==> config.mk <==
export PLATFORM = sky130hd
export DESIGN_NAME = priority_ready_queue_scheduler_flat
export DESIGN_NICKNAME = d
export VERILOG_FILES = /design/src/sv/prqs_pkg.sv /design/src/sv/prqs_intf.sv /design/src/sv/prqs_cell.sv /design/src/sv/priority_ready_queue_scheduler.sv /design/src/flat_wrapper.sv
export VERILOG_INCLUDE_DIRS = /design/src /design/src/sv
export SDC_FILE = /design/constraint.sdc
export NUM_CORES = 1
export LEC_CHECK = 0
export BUFFER_PORTS_ARGS = -buffer_cell sky130_fd_sc_hd__buf_4
export CAP_MARGIN = 10
export CORE_MARGIN = 3
export CORE_UTILIZATION = 55
export CTS_BUF_LIST = sky130_fd_sc_hd__clkbuf_2 sky130_fd_sc_hd__clkbuf_4 sky130_fd_sc_hd__clkbuf_8
export DETAILED_ROUTE_END_ITERATION = 10
export PLACE_DENSITY = 0.71
export SYNTH_ARGS = -nofsm -noshare
export SYNTH_HDL_FRONTEND = slang
export SYNTH_HIERARCHICAL = 1
export SYNTH_SLANG_ARGS = --single-unit
==> constraint.sdc <==
create_clock -name clock -period 10.4 [get_ports clock]
set_input_delay 0.52 -clock clock [delete_from_list [all_inputs] [get_ports clock]]
set_output_delay 0.52 -clock clock [all_outputs]
set_load 0.01 [all_outputs]
==> src/sv/priority_ready_queue_scheduler_assert.svh <==
// ----------------------------------------------------------------------------
// Assertion macros for the ready queue scheduler
// Same-cycle and next-cycle implication checks, reset disables both.
// ----------------------------------------------------------------------------
`ifndef PRIORITY_READY_QUEUE_SCHEDULER_ASSERT_SVH
`define PRIORITY_READY_QUEUE_SCHEDULER_ASSERT_SVH

// Consequent must hold in the same cycle as the antecedent
`define PRQS_ASSERT_NOW(label, clk, rst, ante, cons) \
   label: assert property (@(posedge clk) disable iff (rst) (ante) |-> (cons)) \
      else $error("scheduler check failed");

// Consequent must hold in the cycle after the antecedent
`define PRQS_ASSERT_NEXT(label, clk, rst, ante, cons) \
   label: assert property (@(posedge clk) disable iff (rst) (ante) |=> (cons)) \
      else $error("scheduler check failed");

`endif

==> src/sv/prqs_pkg.sv <==
`default_nettype none
// ----------------------------------------------------------------------------
// prqs_pkg
// Shared widths, operation codes and cell control types of the scheduler.
// ----------------------------------------------------------------------------
package prqs_pkg;

   localparam int ID_W            = 5;
   localparam int PRI_W           = 8;
   localparam int OP_W            = 3;
   localparam int DEF_MAX_THREADS = 32;

   // request operation codes
   typedef enum logic [OP_W-1:0] {
      OP_MAKE_READY = 3'd0,
      OP_DISPATCH   = 3'd1,
      OP_YIELD      = 3'd2,
      OP_BLOCK      = 3'd3,
      OP_FINISH     = 3'd4
   } op_type;

   // what every cell of the queue does in one cycle
   typedef enum logic [1:0] {
      CELL_HOLD   = 2'd0,
      CELL_INSERT = 2'd1,
      CELL_POP    = 2'd2
   } cell_op_type;

   // broadcast to all cells
   typedef struct packed {
      cell_op_type        op;
      logic [ID_W-1:0]    id;
      logic [PRI_W-1:0]   pri;
   } cell_ctl_type;

endpackage

`default_nettype wire

==> src/sv/prqs_intf.sv <==
`default_nettype none
// ----------------------------------------------------------------------------
// prqs request and response channels
// Valid/ready channels; a beat moves when valid and ready are both high.
// ----------------------------------------------------------------------------
interface prqs_req_if
   import prqs_pkg::*;
   ();
   logic              valid;
   logic              ready;
   logic [OP_W-1:0]   operation;
   logic [ID_W-1:0]   tid_req;
   logic [PRI_W-1:0]  priority_req;

   modport source (output valid, output operation, output tid_req,
                   output priority_req, input ready);
   modport sink   (input valid, input operation, input tid_req,
                   input priority_req, output ready);
endinterface

interface prqs_rsp_if
   import prqs_pkg::*;
   #(parameter int CNT_W = $clog2(DEF_MAX_THREADS + 1))
   ();
   logic              valid;
   logic              ready;
   logic              running_valid;
   logic [ID_W-1:0]   running_id;
   logic [CNT_W-1:0]  ready_count;
   logic              went_idle;
   logic              dropped;

   modport source (output valid, output running_valid, output running_id,
                   output ready_count, output went_idle, output dropped,
                   input ready);
   modport sink   (input valid, input running_valid, input running_id,
                   input ready_count, input went_idle, input dropped,
                   output ready);
endinterface

`default_nettype wire

==> src/sv/prqs_cell.sv <==
`default_nettype none
// ----------------------------------------------------------------------------
// prqs_cell
// One slot of the ordered ready queue. Holds an entry and trades it with
// its neighbors on insert (shift toward tail) and pop (shift toward head).
// ----------------------------------------------------------------------------
module prqs_cell
   import prqs_pkg::*;
(
   input  wire logic              clock,
   input  wire cell_ctl_type      ctl,
   input  wire logic              occupied,
   input  wire logic              left_keep,
   input  wire logic [ID_W-1:0]   left_id,
   input  wire logic [PRI_W-1:0]  left_pri,
   input  wire logic [ID_W-1:0]   right_id,
   input  wire logic [PRI_W-1:0]  right_pri,
   output logic                   keep,
   output logic [ID_W-1:0]        id,
   output logic [PRI_W-1:0]       pri
);

   logic [ID_W-1:0]  id_ff,  id_in;
   logic [PRI_W-1:0] pri_ff, pri_in;

   // entry stays put when it ranks at or above the newcomer
   assign keep = occupied && (pri_ff >= ctl.pri);

   always_comb begin
      id_in  = id_ff;
      pri_in = pri_ff;
      unique case (ctl.op)
         CELL_INSERT: begin
            if (!keep) begin
               if (left_keep) begin
                  // first slot past the kept run takes the newcomer
                  id_in  = ctl.id;
                  pri_in = ctl.pri;
               end else begin
                  id_in  = left_id;
                  pri_in = left_pri;
               end
            end
         end
         CELL_POP: begin
            id_in  = right_id;
            pri_in = right_pri;
         end
         default: begin
         end
      endcase
   end

   always_ff @(posedge clock) begin
      id_ff  <= id_in;
      pri_ff <= pri_in;
   end

   assign id  = id_ff;
   assign pri = pri_ff;

endmodule

`default_nettype wire

==> src/sv/priority_ready_queue_scheduler.sv <==
`default_nettype none
// ----------------------------------------------------------------------------
// priority_ready_queue_scheduler
// Thread scheduler: priority-ordered ready queue plus one running thread.
// ----------------------------------------------------------------------------
// Usage:
//  req_bus carries one scheduler operation per beat (make ready, dispatch,
//  yield, block, finish) with a thread id and priority for make ready.
//  rsp_bus returns one beat per request: the running thread, queue depth
//  and the went_idle / dropped flags.
//  A request is latched in the cycle it is accepted and executed once the
//  response register is empty or draining, when the queue cells insert or
//  pop in parallel and the response register loads. The command register
//  holds one operation until the cell row has executed it, and no new
//  request is taken until then.
//  Reset empties the queue (count to zero) and leaves the CPU idle; no
//  clearing pass is needed since slots past the count are never read.
//  If the receiver stalls, the response register holds its beat; one more
//  request may be accepted and waits in the command register, after which
//  req_bus.ready stays low until the response drains.
// ----------------------------------------------------------------------------
module priority_ready_queue_scheduler
   import prqs_pkg::*;
#(
   parameter int MAX_THREADS = DEF_MAX_THREADS
)(
   input  wire logic     clock,
   input  wire logic     reset,
   prqs_req_if.sink      req_bus,
   prqs_rsp_if.source    rsp_bus
);

   `include "priority_ready_queue_scheduler_assert.svh"

   localparam int CNT_W = $clog2(MAX_THREADS + 1);

   // command register
   logic              pend_ff, pend_in;
   logic [OP_W-1:0]   cmd_op_ff;
   logic [ID_W-1:0]   cmd_id_ff;
   logic [PRI_W-1:0]  cmd_pri_ff;

   // scheduler state
   logic [CNT_W-1:0]  len_ff, len_in;
   logic              busy_ff, busy_in;
   logic [ID_W-1:0]   cur_id_ff, cur_id_in;
   logic [PRI_W-1:0]  cur_pri_ff, cur_pri_in;

   // response register
   logic              rsp_valid_ff, rsp_valid_in;
   logic              idle_ff, idle_in;
   logic              drop_ff, drop_in;

   logic              req_take, exec, full, empty;
   cell_ctl_type      ctl;

   // cell row wiring
   logic [MAX_THREADS-1:0] cell_keep;
   logic [ID_W-1:0]        cell_id  [MAX_THREADS];
   logic [PRI_W-1:0]       cell_pri [MAX_THREADS];

   assign req_bus.ready = !pend_ff;
   assign req_take      = req_bus.valid && !pend_ff;
   assign exec          = pend_ff && (!rsp_valid_ff || rsp_bus.ready);
   assign full          = (len_ff == CNT_W'(MAX_THREADS));
   assign empty         = (len_ff == '0);

   // operation decode
   always_comb begin
      ctl        = '{op: CELL_HOLD, id: cmd_id_ff, pri: cmd_pri_ff};
      len_in     = len_ff;
      busy_in    = busy_ff;
      cur_id_in  = cur_id_ff;
      cur_pri_in = cur_pri_ff;
      idle_in    = idle_ff;
      drop_in    = drop_ff;
      if (exec) begin
         idle_in = 1'b0;
         drop_in = 1'b0;
         unique case (cmd_op_ff)
            OP_MAKE_READY: begin
               if (full) begin
                  drop_in = 1'b1;
               end else begin
                  ctl.op = CELL_INSERT;
                  len_in = len_ff + 1'b1;
               end
            end
            OP_DISPATCH: begin
               if (!busy_ff) begin
                  if (empty) begin
                     idle_in = 1'b1;
                  end else begin
                     ctl.op     = CELL_POP;
                     len_in     = len_ff - 1'b1;
                     busy_in    = 1'b1;
                     cur_id_in  = cell_id[0];
                     cur_pri_in = cell_pri[0];
                  end
               end
            end
            OP_YIELD: begin
               if (busy_ff) begin
                  busy_in = 1'b0;
                  ctl.id  = cur_id_ff;
                  ctl.pri = cur_pri_ff;
                  if (full) begin
                     drop_in = 1'b1;
                  end else begin
                     ctl.op = CELL_INSERT;
                     len_in = len_ff + 1'b1;
                  end
               end
            end
            OP_BLOCK, OP_FINISH: begin
               if (empty) begin
                  busy_in = 1'b0;
                  idle_in = 1'b1;
               end else begin
                  ctl.op     = CELL_POP;
                  len_in     = len_ff - 1'b1;
                  busy_in    = 1'b1;
                  cur_id_in  = cell_id[0];
                  cur_pri_in = cell_pri[0];
               end
            end
            default: begin
            end
         endcase
      end
   end

   // handshake bookkeeping
   always_comb begin
      pend_in      = (pend_ff && !exec) || req_take;
      rsp_valid_in = exec || (rsp_valid_ff && !rsp_bus.ready);
   end

   always_ff @(posedge clock) begin
      if (reset) begin
         pend_ff      <= 1'b0;
         rsp_valid_ff <= 1'b0;
         len_ff       <= '0;
         busy_ff      <= 1'b0;
         cur_id_ff    <= '0;
         cur_pri_ff   <= '0;
         idle_ff      <= 1'b0;
         drop_ff      <= 1'b0;
      end else begin
         pend_ff      <= pend_in;
         rsp_valid_ff <= rsp_valid_in;
         len_ff       <= len_in;
         busy_ff      <= busy_in;
         cur_id_ff    <= cur_id_in;
         cur_pri_ff   <= cur_pri_in;
         idle_ff      <= idle_in;
         drop_ff      <= drop_in;
      end
   end

   // command payload, loaded on accept
   always_ff @(posedge clock) begin
      if (req_take) begin
         cmd_op_ff  <= req_bus.operation;
         cmd_id_ff  <= req_bus.tid_req;
         cmd_pri_ff <= req_bus.priority_req;
      end
   end

   // row of queue cells, head at index zero
   for (genvar i = 0; i < MAX_THREADS; i++) begin : g_cell
      logic              occ;
      logic              l_keep;
      logic [ID_W-1:0]   l_id, r_id;
      logic [PRI_W-1:0]  l_pri, r_pri;

      assign occ = (len_ff > CNT_W'(i));

      if (i == 0) begin : g_head
         // nothing ranks ahead of the head, so it borders the kept run
         assign l_keep = 1'b1;
         assign l_id   = '0;
         assign l_pri  = '0;
      end else begin : g_body
         assign l_keep = cell_keep[i-1];
         assign l_id   = cell_id[i-1];
         assign l_pri  = cell_pri[i-1];
      end

      if (i == MAX_THREADS - 1) begin : g_tail
         assign r_id  = '0;
         assign r_pri = '0;
      end else begin : g_next
         assign r_id  = cell_id[i+1];
         assign r_pri = cell_pri[i+1];
      end

      prqs_cell u_cell (
         .clock     (clock),
         .ctl       (ctl),
         .occupied  (occ),
         .left_keep (l_keep),
         .left_id   (l_id),
         .left_pri  (l_pri),
         .right_id  (r_id),
         .right_pri (r_pri),
         .keep      (cell_keep[i]),
         .id        (cell_id[i]),
         .pri       (cell_pri[i])
      );
   end

   // response outputs
   assign rsp_bus.valid         = rsp_valid_ff;
   assign rsp_bus.running_valid = busy_ff;
   assign rsp_bus.running_id    = busy_ff ? cur_id_ff : '0;
   assign rsp_bus.ready_count   = len_ff;
   assign rsp_bus.went_idle     = idle_ff;
   assign rsp_bus.dropped       = drop_ff;

   // checks
   `PRQS_ASSERT_NOW(a_drop_only_full, clock, reset, rsp_valid_ff && drop_ff,
                    len_ff == CNT_W'(MAX_THREADS))
   `PRQS_ASSERT_NOW(a_idle_means_empty, clock, reset, rsp_valid_ff && idle_ff,
                    !busy_ff && len_ff == '0)
   `PRQS_ASSERT_NEXT(a_accept_blocks, clock, reset, req_take,
                     pend_ff && !req_bus.ready)

endmodule

`default_nettype wire
==> src/flat_wrapper.sv <==
// flat-port wrapper written by rule: the top's interface ports become plain ports
module priority_ready_queue_scheduler_flat import prqs_pkg::*;
#(
   parameter int MAX_THREADS = DEF_MAX_THREADS
)
  (clock, reset, req_bus_valid, req_bus_operation, req_bus_tid_req, req_bus_priority_req, req_bus_ready, rsp_bus_valid, rsp_bus_running_valid, rsp_bus_running_id, rsp_bus_ready_count, rsp_bus_went_idle, rsp_bus_dropped, rsp_bus_ready);
  prqs_req_if req_bus_i ();
  prqs_rsp_if rsp_bus_i ();
  input  wire logic clock;
  input  wire logic reset;
  input wire logic [$bits(req_bus_i.valid)-1:0] req_bus_valid;
  input wire logic [$bits(req_bus_i.operation)-1:0] req_bus_operation;
  input wire logic [$bits(req_bus_i.tid_req)-1:0] req_bus_tid_req;
  input wire logic [$bits(req_bus_i.priority_req)-1:0] req_bus_priority_req;
  output wire logic [$bits(req_bus_i.ready)-1:0] req_bus_ready;
  output wire logic [$bits(rsp_bus_i.valid)-1:0] rsp_bus_valid;
  output wire logic [$bits(rsp_bus_i.running_valid)-1:0] rsp_bus_running_valid;
  output wire logic [$bits(rsp_bus_i.running_id)-1:0] rsp_bus_running_id;
  output wire logic [$bits(rsp_bus_i.ready_count)-1:0] rsp_bus_ready_count;
  output wire logic [$bits(rsp_bus_i.went_idle)-1:0] rsp_bus_went_idle;
  output wire logic [$bits(rsp_bus_i.dropped)-1:0] rsp_bus_dropped;
  input wire logic [$bits(rsp_bus_i.ready)-1:0] rsp_bus_ready;
  assign req_bus_i.valid = req_bus_valid;
  assign req_bus_i.operation = req_bus_operation;
  assign req_bus_i.tid_req = req_bus_tid_req;
  assign req_bus_i.priority_req = req_bus_priority_req;
  assign req_bus_ready = req_bus_i.ready;
  assign rsp_bus_valid = rsp_bus_i.valid;
  assign rsp_bus_running_valid = rsp_bus_i.running_valid;
  assign rsp_bus_running_id = rsp_bus_i.running_id;
  assign rsp_bus_ready_count = rsp_bus_i.ready_count;
  assign rsp_bus_went_idle = rsp_bus_i.went_idle;
  assign rsp_bus_dropped = rsp_bus_i.dropped;
  assign rsp_bus_i.ready = rsp_bus_ready;
  priority_ready_queue_scheduler #(.MAX_THREADS(MAX_THREADS)) u_core (.clock(clock), .reset(reset), .req_bus(req_bus_i), .rsp_bus(rsp_bus_i));
endmodule
==> results of run 1 <==
state kept, by name, indices dropped and copies added (netlist names), 3 cells and up:
signal                      cells
u_core/g_cell.u_cell/pri      256
u_core/g_cell.u_cell/id       160
u_core/cmd_pri_ff               8
u_core/cur_pri_ff               8
u_core/rsp_bus.ready_count      6
u_core/cmd_id_ff                5
u_core/cur_id_ff                5
u_core/cmd_op_ff                3
placed cells by master, fill, tap and decap left out, drive strengths merged, types with 6 or more instances in the layout:
master,instances
a21oi,14
dlygate4sd3,10
conb,27
nor2b,34
mux2i,429
clkinv,30
a211o,32
nor3,36
a211oi,34
a31oi,33
buf,111
o41ai,33
nand2b,65
dfxtp,24
nand2,435
inv,269
and2,6
ha,261
nor2,158
mux2,14
o31a,31
clkbuf,112
nand4,32
edfxtp,432
o21ai,469
power breakdown:
part           switching [mW]  internal, mW  leakage [nW]
Combinational           0.345         0.204          7.24
Sequential             0.0588          2.09          4.12
Clock                   0.794         0.854         0.815
Total                    1.20          3.15          12.2
worst max-delay path by stage:
stage,startpoint,endpoint,cells past startpoint,slack (ps)
floorplan,u_core/rsp_bus.ready_count[0],u_core/g_cell[0].u_cell/id[0],9,5460
finish,u_core/cmd_op_ff[1],u_core/g_cell[8].u_cell/id[1],11,5180
detailed placement,rsp_bus_ready,u_core/g_cell[0].u_cell/id[2],13,5150
global placement,rsp_bus_ready,u_core/g_cell[30].u_cell/id[3],12,5300
global route,u_core/cmd_op_ff[1],u_core/g_cell[30].u_cell/id[3],11,4950
CTS,u_core/cmd_op_ff[1],u_core/g_cell[30].u_cell/pri[5],11,5230
stage by stage:
step | util (%) | worst slack (ps) | instance area [µm²] | power [mW] | hold slack (ps)
2_1_floorplan | - | 5460 | 30800 | 2.55 | 456
3_3_place_gp | 57.9 | 5300 | 31600 | 2.70 | 455
3_5_place_dp | 57.9 | 5150 | 31600 | 2.73 | 462
4_1_cts | 61.0 | 5230 | 33300 | 4.37 | 0.0249
5_1_grt | 61.0 | 4950 | 33300 | 4.53 | 30.6
6_report | 61.0 | 5180 | 33300 | 4.35 | 66.7
worst max-delay path, stage by stage (launching register included):
cell                       delay [ps]
sky130_fd_sc_hd__edfxtp_1         540
sky130_fd_sc_hd__or2b_2           370
sky130_fd_sc_hd__or4_2            810
sky130_fd_sc_hd__mux2_2           740
sky130_fd_sc_hd__buf_4            510
sky130_fd_sc_hd__inv_1            100
sky130_fd_sc_hd__ha_1             330
sky130_fd_sc_hd__a211o_1          290
sky130_fd_sc_hd__a31oi_1          180
sky130_fd_sc_hd__nor3_1           100
sky130_fd_sc_hd__o41ai_2          600
sky130_fd_sc_hd__buf_4            300
layer usage:
layer	routed length, µm	up-vias	track usage, %
li1	-	11100	-
met3	7360	150	6.01
met1	36200	11300	38.4
met2	36500	935	42.4
met5	0	-	0
met4	2100	0	8.73
final cells by class:
cell class              instances  area share [%]
multi-input cells            2179            46.3
flip-flops and latches        456            40.4
clock buffers                 112            4.11
inverters                     267            3.01
repair buffers                121            2.81
well taps                     739            2.78
clock inverters                37           0.545
diodes                          1         0.00752
==> results.txt, run 1 <==
The run finished with clean final reports. The type of the setup path with the least slack is reg2reg. After filler insertion, the fill cell instance count of the layout stands at 4417. The later pin in the worst-skew pair is clocked with a latency of 690 ps. The maximum level of the CTS H-tree came out at 3.

In this run the power density over the cells is 131 mW/mm². The net count of the finished layout is 3388. In this run the most critical hold path is launched from req_bus_priority_req[5]. The root buffer cell is sky130_fd_sc_hd__clkbuf_8. In the final routed layout, each cell accounts on average for 21.0 µm. The warning count from the yosys run is 6. The wire length of the first global-routing pass is 129000 µm. The number of gates resized after cts is 0. The total count of max-transition violations in the final report came out at 0.

The count of port buffers added during placement came out at 35. In this run the critical register-to-register path is captured at u_core/g_cell[8].u_cell/id[1]. In this run the worst path has a maximum fanout of 36. The slew at the pin closest to its max-slew limit is 1190 ps. For the worst flop-to-flop path, the logic depth is 11. The startpoint type of the worst setup path is a register. The clock-pin transition on the worst setup and hold timing paths came out at 60 ps. Entering global routing, the biggest net connects 65 pins. The end point of the worst hold path is u_core/cmd_pri_ff[5]. The total overflow reported by the global router is 0. The number of instances in the synthesized netlist came out at 3054. Max-cap violations in this run came to 0. The buffer count from post-CTS setup fixing came out at 0. The CTS buffer count is 82. The per-cell via count in the routed design came out at 6.00. The initial utilization of the core area, before any placement, comes to 56.3%. Leaving out filler cells and counting taps, the final layout contains 3912. The number of placed instances, taps included, is 3752. The area taken by flip-flops and latches is 0.0135 mm². The maximum resistive drop on vdd is 95.6 µV. The number of rows created at floorplan is 85. The static leakage is 12.2 nW.

The startpoint identified for the worst register-to-register timing path is u_core/cmd_op_ff[1]. The worst reg-to-reg setup slack is 5180 ps. The hold violation total from the final report came to 0.

The number of nets with antenna violations after routing is 0. The instance count along the most critical hold path is 1. The area enclosed by the die boundary came out at 0.0587 mm². For the finished layout, the period the worst path requires is 5220 ps. The overall routing resource usage is 27.4%. The tightest min-delay check is of the in2reg type. The DRC violation count after routing came out at 0. The count of hold-fix buffers inserted at cts is 10. For this block, the routed nets add up to 82100 µm of wire. The fraction of final layout cells with drive strength greater than 1 came out at 10.6%. The required time of the critical path is 10770 ps. The total via count in the routed design is 23500. The die outline height is 242 µm. The TritonCTS clock tree is done. The area of the core is 0.0546 mm².

The total half-perimeter wirelength after legalization and detailed placement came out at 57400 µm. The total iterations of the first detailed-routing run came out at 6. The worst setup path is captured at a register.

The average size of a mapped cell is 10.1 µm². Measured along the x axis, the die boundary spans 242 µm. After the first detailed-routing iteration, the DRC count stood at 2620. The clock arrives with 40.2 ps of skew. The last weighted congestion value of the routability-driven placer is 0.881. The setup TNS is 0 ps. The clock sink count came out at 456. Of the available clock period, the critical path in the final layout requires 50.2%.

The initial antenna violation count is 2. The worst max-slew margin expressed relative to the limit came out at 20.9%. Pin placement for this block handled 36 I/O pins. The via count of the first global-routing pass came out at 23200.

The total area of multi-input combinational cells is 0.0154 mm². The highest clock rate came out at 192 MHz. The data arrival time at the worst-slack endpoint is 5590 ps. The clock passes through at most 3 buffers. Setup repair after global routing left no endpoint under its margin.

Setup violations remaining at the end of the flow were counted as 0. The netlist area before placement came out at 0.0307 mm². The synthesis-to-finish area growth came out at 8.34%.
No activity file was read; power rests on OpenSTA's default activity.
==> run 2: changes to the inputs <==
--- a/config.mk
+++ b/config.mk
@@ -6,6 +6,7 @@
 export SDC_FILE = /design/constraint.sdc
 export NUM_CORES = 1
 export LEC_CHECK = 0
+export ABC_AREA = 1
 export BUFFER_PORTS_ARGS = -buffer_cell sky130_fd_sc_hd__buf_4
 export CAP_MARGIN = 10
 export CORE_MARGIN = 3
==> constraint.sdc (replaced) <==
create_clock -name clock -period 5.3 [get_ports clock]
set_input_delay 0.265 -clock clock [delete_from_list [all_inputs] [get_ports clock]]
set_output_delay 0.265 -clock clock [all_outputs]
set_load 0.01 [all_outputs]
==> results.txt, run 2 <==
The depth of the worst register-to-register path was 17 (was 11). The count of max-cap constraint violations came out at 0 (unchanged). The initial antenna violation count is 2 (unchanged). The worst max-slew margin expressed relative to the limit came out at 20.9% (about the same).

The number of buffer and inverter instances along the worst setup path is 6 (was 3). The TritonCTS clock tree was done (unchanged). The number of instances in the synthesized netlist was 3920 (was 3054). The highest clock rate came out at 237 MHz (was 192 MHz). Cell Chain, Critical Path: inv_1 -> nor3_4 -> buf_12 -> nand2_1 -> o21ai_4 -> buf_4 -> inv_1 -> ha_1 -> nand2_1 -> nor2_1 -> nand4_1 -> nand3_1 -> nand2_1 -> inv_1 -> inv_2 -> a21oi_1 -> nor2_1 (was or2b_2 -> or4_2 -> mux2_2 -> buf_4 -> inv_1 -> ha_1 -> a211o_1 -> a31oi_1 -> nor3_1 -> o41ai_2 -> buf_4). The horizontal die dimension is 244 µm (was 242 µm). The static leakage came out at 15.6 nW (was 12.2 nW).

The end of the worst register-to-register path is u_core/g_cell[8].u_cell/pri[4] (was u_core/g_cell[8].u_cell/id[1]). The longest individual stage delay on the worst path came to 590 ps (was 810 ps). The setup TNS was 0 ps (unchanged). The number of gates resized after cts was 0 (unchanged). The hold violation total from the final report came to 0 (unchanged). The fraction of final layout cells with drive strength greater than 1 came out at 7.78% (was 10.6%).

The clock tree skew after final layout came to 37.0 ps (was 40.2 ps). The aggregate routed wire length came out at 82900 µm (was 82100 µm). The total area of multi-input combinational cells is 0.0149 mm² (was 0.0154 mm²). The worst slack at placement is 1140 ps (was 5150 ps). The launching point of the worst reg2reg path is u_core/rsp_bus.running_valid (was u_core/cmd_op_ff[1]). The count of hold-fix buffers inserted at cts is 19 (was 10). The number of rows created at floorplan came out at 86 (was 85). The netlist area before placement is 0.0312 mm² (was 0.0307 mm²). The clock sink count came out at 456 (unchanged). The sort of element at the end of the critical path was a register (unchanged). The clock-pin transition on the worst setup and hold timing paths came out at 60 ps (about the same). The final routed wire length divided by cell count was 17.2 µm (was 21.0 µm).

The die outline height is 244 µm (was 242 µm). The startpoint type of the worst setup path is a register (unchanged). The area taken by flip-flops and latches came out at 0.0135 mm² (unchanged).

The maximum level of the CTS H-tree was 3 (unchanged). The post-layout minimum cycle time is 4210 ps (was 5220 ps). The number of nets with antenna violations after routing is 0 (unchanged). The required time of the critical path came to 5740 ps (was 10770 ps). The summed area of non-filler cells in the final layout is 0.0336 mm² (was 0.0333 mm²). The instance count along the most critical hold path came out at 5 (was 1). The DRC violation count after routing came to 0 (unchanged). The average size of a mapped cell is 7.95 µm² (was 10.1 µm²).

The area enclosed by the die boundary was 0.0596 mm² (was 0.0587 mm²). The final worst-path setup slack came out at 1090 ps (was 5180 ps). The power density normalized to cell area is 267 mW/mm² (was 131 mW/mm²).

The per-cell via count in the routed design came out at 5.52 (was 6.00). The path category of the worst min-delay check is in2reg (unchanged). The CTS buffer count was 83 (was 82). The clock latency reported for the late side of the worst-skew pair came out at 690 ps (about the same).

The worst reg-to-reg setup slack is 1090 ps (was 5180 ps). The deepest clock path buffer count came to 3 (unchanged). The setup violation total in the final timing report is 0 (unchanged). Commonest cells after routing, fill and taps aside: sky130_fd_sc_hd__nor2_1, sky130_fd_sc_hd__nand2_1, sky130_fd_sc_hd__inv_1 (was sky130_fd_sc_hd__o21ai_0, sky130_fd_sc_hd__nand2_1, sky130_fd_sc_hd__edfxtp_1).

The post-route core utilization came to 60.4% (was 61.0%). The flip-flop count of the largest register, all copies and words added was 256 (unchanged). The initial standard-cell utilization of the core is 56.0% (was 56.3%). The total count of max-transition violations in the final report is 0 (unchanged). The end point of the worst hold path is u_core/pend_ff (was u_core/cmd_pri_ff[5]). The fill cell instance count of the final layout came to 4952 (was 4417). The final cycle utilization of the critical path was 79.5% (was 50.2%). Result of the run: finished, final reports clean (unchanged).

The synthesis-to-finish area growth is 7.85% (was 8.34%). The data arrival time at the worst-slack endpoint came out at 4660 ps (was 5590 ps). The worst min-delay path startpoint was rsp_bus_ready (was req_bus_priority_req[5]). The warning count from the yosys run is 6 (unchanged).

The cell class contributing the biggest share of worst-path delay is buffers and inverters (was simple AND/OR/NAND/NOR gates). The top-level port count came out at 36 (unchanged). The wire length of the first global-routing pass is 132000 µm (was 129000 µm). The net count of the finished layout came out at 4272 (was 3388).

The total overflow reported by the global router came out at 0 (unchanged). The maximum fanout encountered on the critical timing path came to 22 (was 36). The total half-perimeter wirelength after legalization and detailed placement was 59800 µm (was 57400 µm). The most common library cell in the layout ignoring fill and taps was sky130_fd_sc_hd__nor2_1 (was sky130_fd_sc_hd__o21ai_0). The slowest stage cell on the critical path is sky130_fd_sc_hd__dfxtp_1 (was sky130_fd_sc_hd__or4_2). The total iterations of the first detailed-routing run is 8 (was 6). The last weighted congestion value of the routability-driven placer is 0.873 (was 0.881). The maximum resistive drop on vdd is 223 µV (was 95.6 µV). The via count of the first global-routing pass is 25000 (was 23200). The area of the core came out at 0.0556 mm² (was 0.0546 mm²).

The overall routing resource usage is 27.4% (about the same). The placement-stage cell area is 0.0318 mm² (was 0.0316 mm²). The total power draw was 8.98 mW (was 4.35 mW). The slew at the pin closest to its max-slew limit came out at 1180 ps (was 1190 ps). The total stage count of the critical path came out at 17 (was 11). Setup repair after global routing missed its margin: false (unchanged).

The total via count in the routed design came out at 26600 (was 23500). The type of the setup path with the least slack was reg2reg (unchanged). The number of violations reported at the end of detailed-routing iteration 0 is 2790 (was 2620). The largest net degree at the start of global routing came out at 33 (was 65). The root buffer cell is sky130_fd_sc_hd__clkbuf_8 (unchanged). The count of port buffers added during placement came out at 35 (unchanged). The buffer count from post-CTS setup fixing is 0 (unchanged).
run 2: layout make-up:
| type | instances | share of cell area, % |
|---|---|---|
| multi-input cells | 2852 | 44.2 |
| flip-flops and latches | 456 | 40.0 |
| inverters | 500 | 5.59 |
| clock buffers | 125 | 4.37 |
| well taps | 748 | 2.78 |
| repair buffers | 98 | 2.44 |
| clock inverters | 30 | 0.573 |
| diodes | 2 | 0.0149 |
run 2: worst max-delay path by stage:
stage                            startpoint                               to
2_1_floorplan           u_core/cmd_op_ff[0]  u_core/g_cell[20].u_cell/pri[1]
3_3_place_gp   u_core/rsp_bus.running_valid  u_core/g_cell[13].u_cell/pri[2]
3_5_place_dp   u_core/rsp_bus.running_valid   u_core/g_cell[8].u_cell/pri[4]
4_1_cts        u_core/rsp_bus.running_valid  u_core/g_cell[14].u_cell/pri[2]
5_1_grt        u_core/rsp_bus.running_valid  u_core/g_cell[23].u_cell/pri[3]
6_report       u_core/rsp_bus.running_valid   u_core/g_cell[8].u_cell/pri[4]
run 2: power by group:
group | switching [mW] | internal [mW]
registers | 0.107 | 4.14
clock network | 1.57 | 1.84
logic | 0.887 | 0.436
run 2: worst min-delay path, cell delays in order:
cell	delay, ps
sky130_fd_sc_hd__buf_4	80
sky130_fd_sc_hd__inv_1	60
sky130_fd_sc_hd__a21oi_4	110
sky130_fd_sc_hd__buf_4	170
sky130_fd_sc_hd__a211oi_1	60
run 2: per-layer routing:
metal / routed length [µm] / track usage [%]
met1: 37500 / 38.9
met2: 37300 / 43.4
met3: 6080 / 4.57
met4: 1920 / 7.86
met5: 0 / 0
run 2: metrics by stage:
stage                     cells  hold WS [ps]
after CTS                  4809          64.0
after floorplan            3951           334
after detailed placement   4635           445
after global placement     4635           443
after global routing       4811           116
final                      4811           113
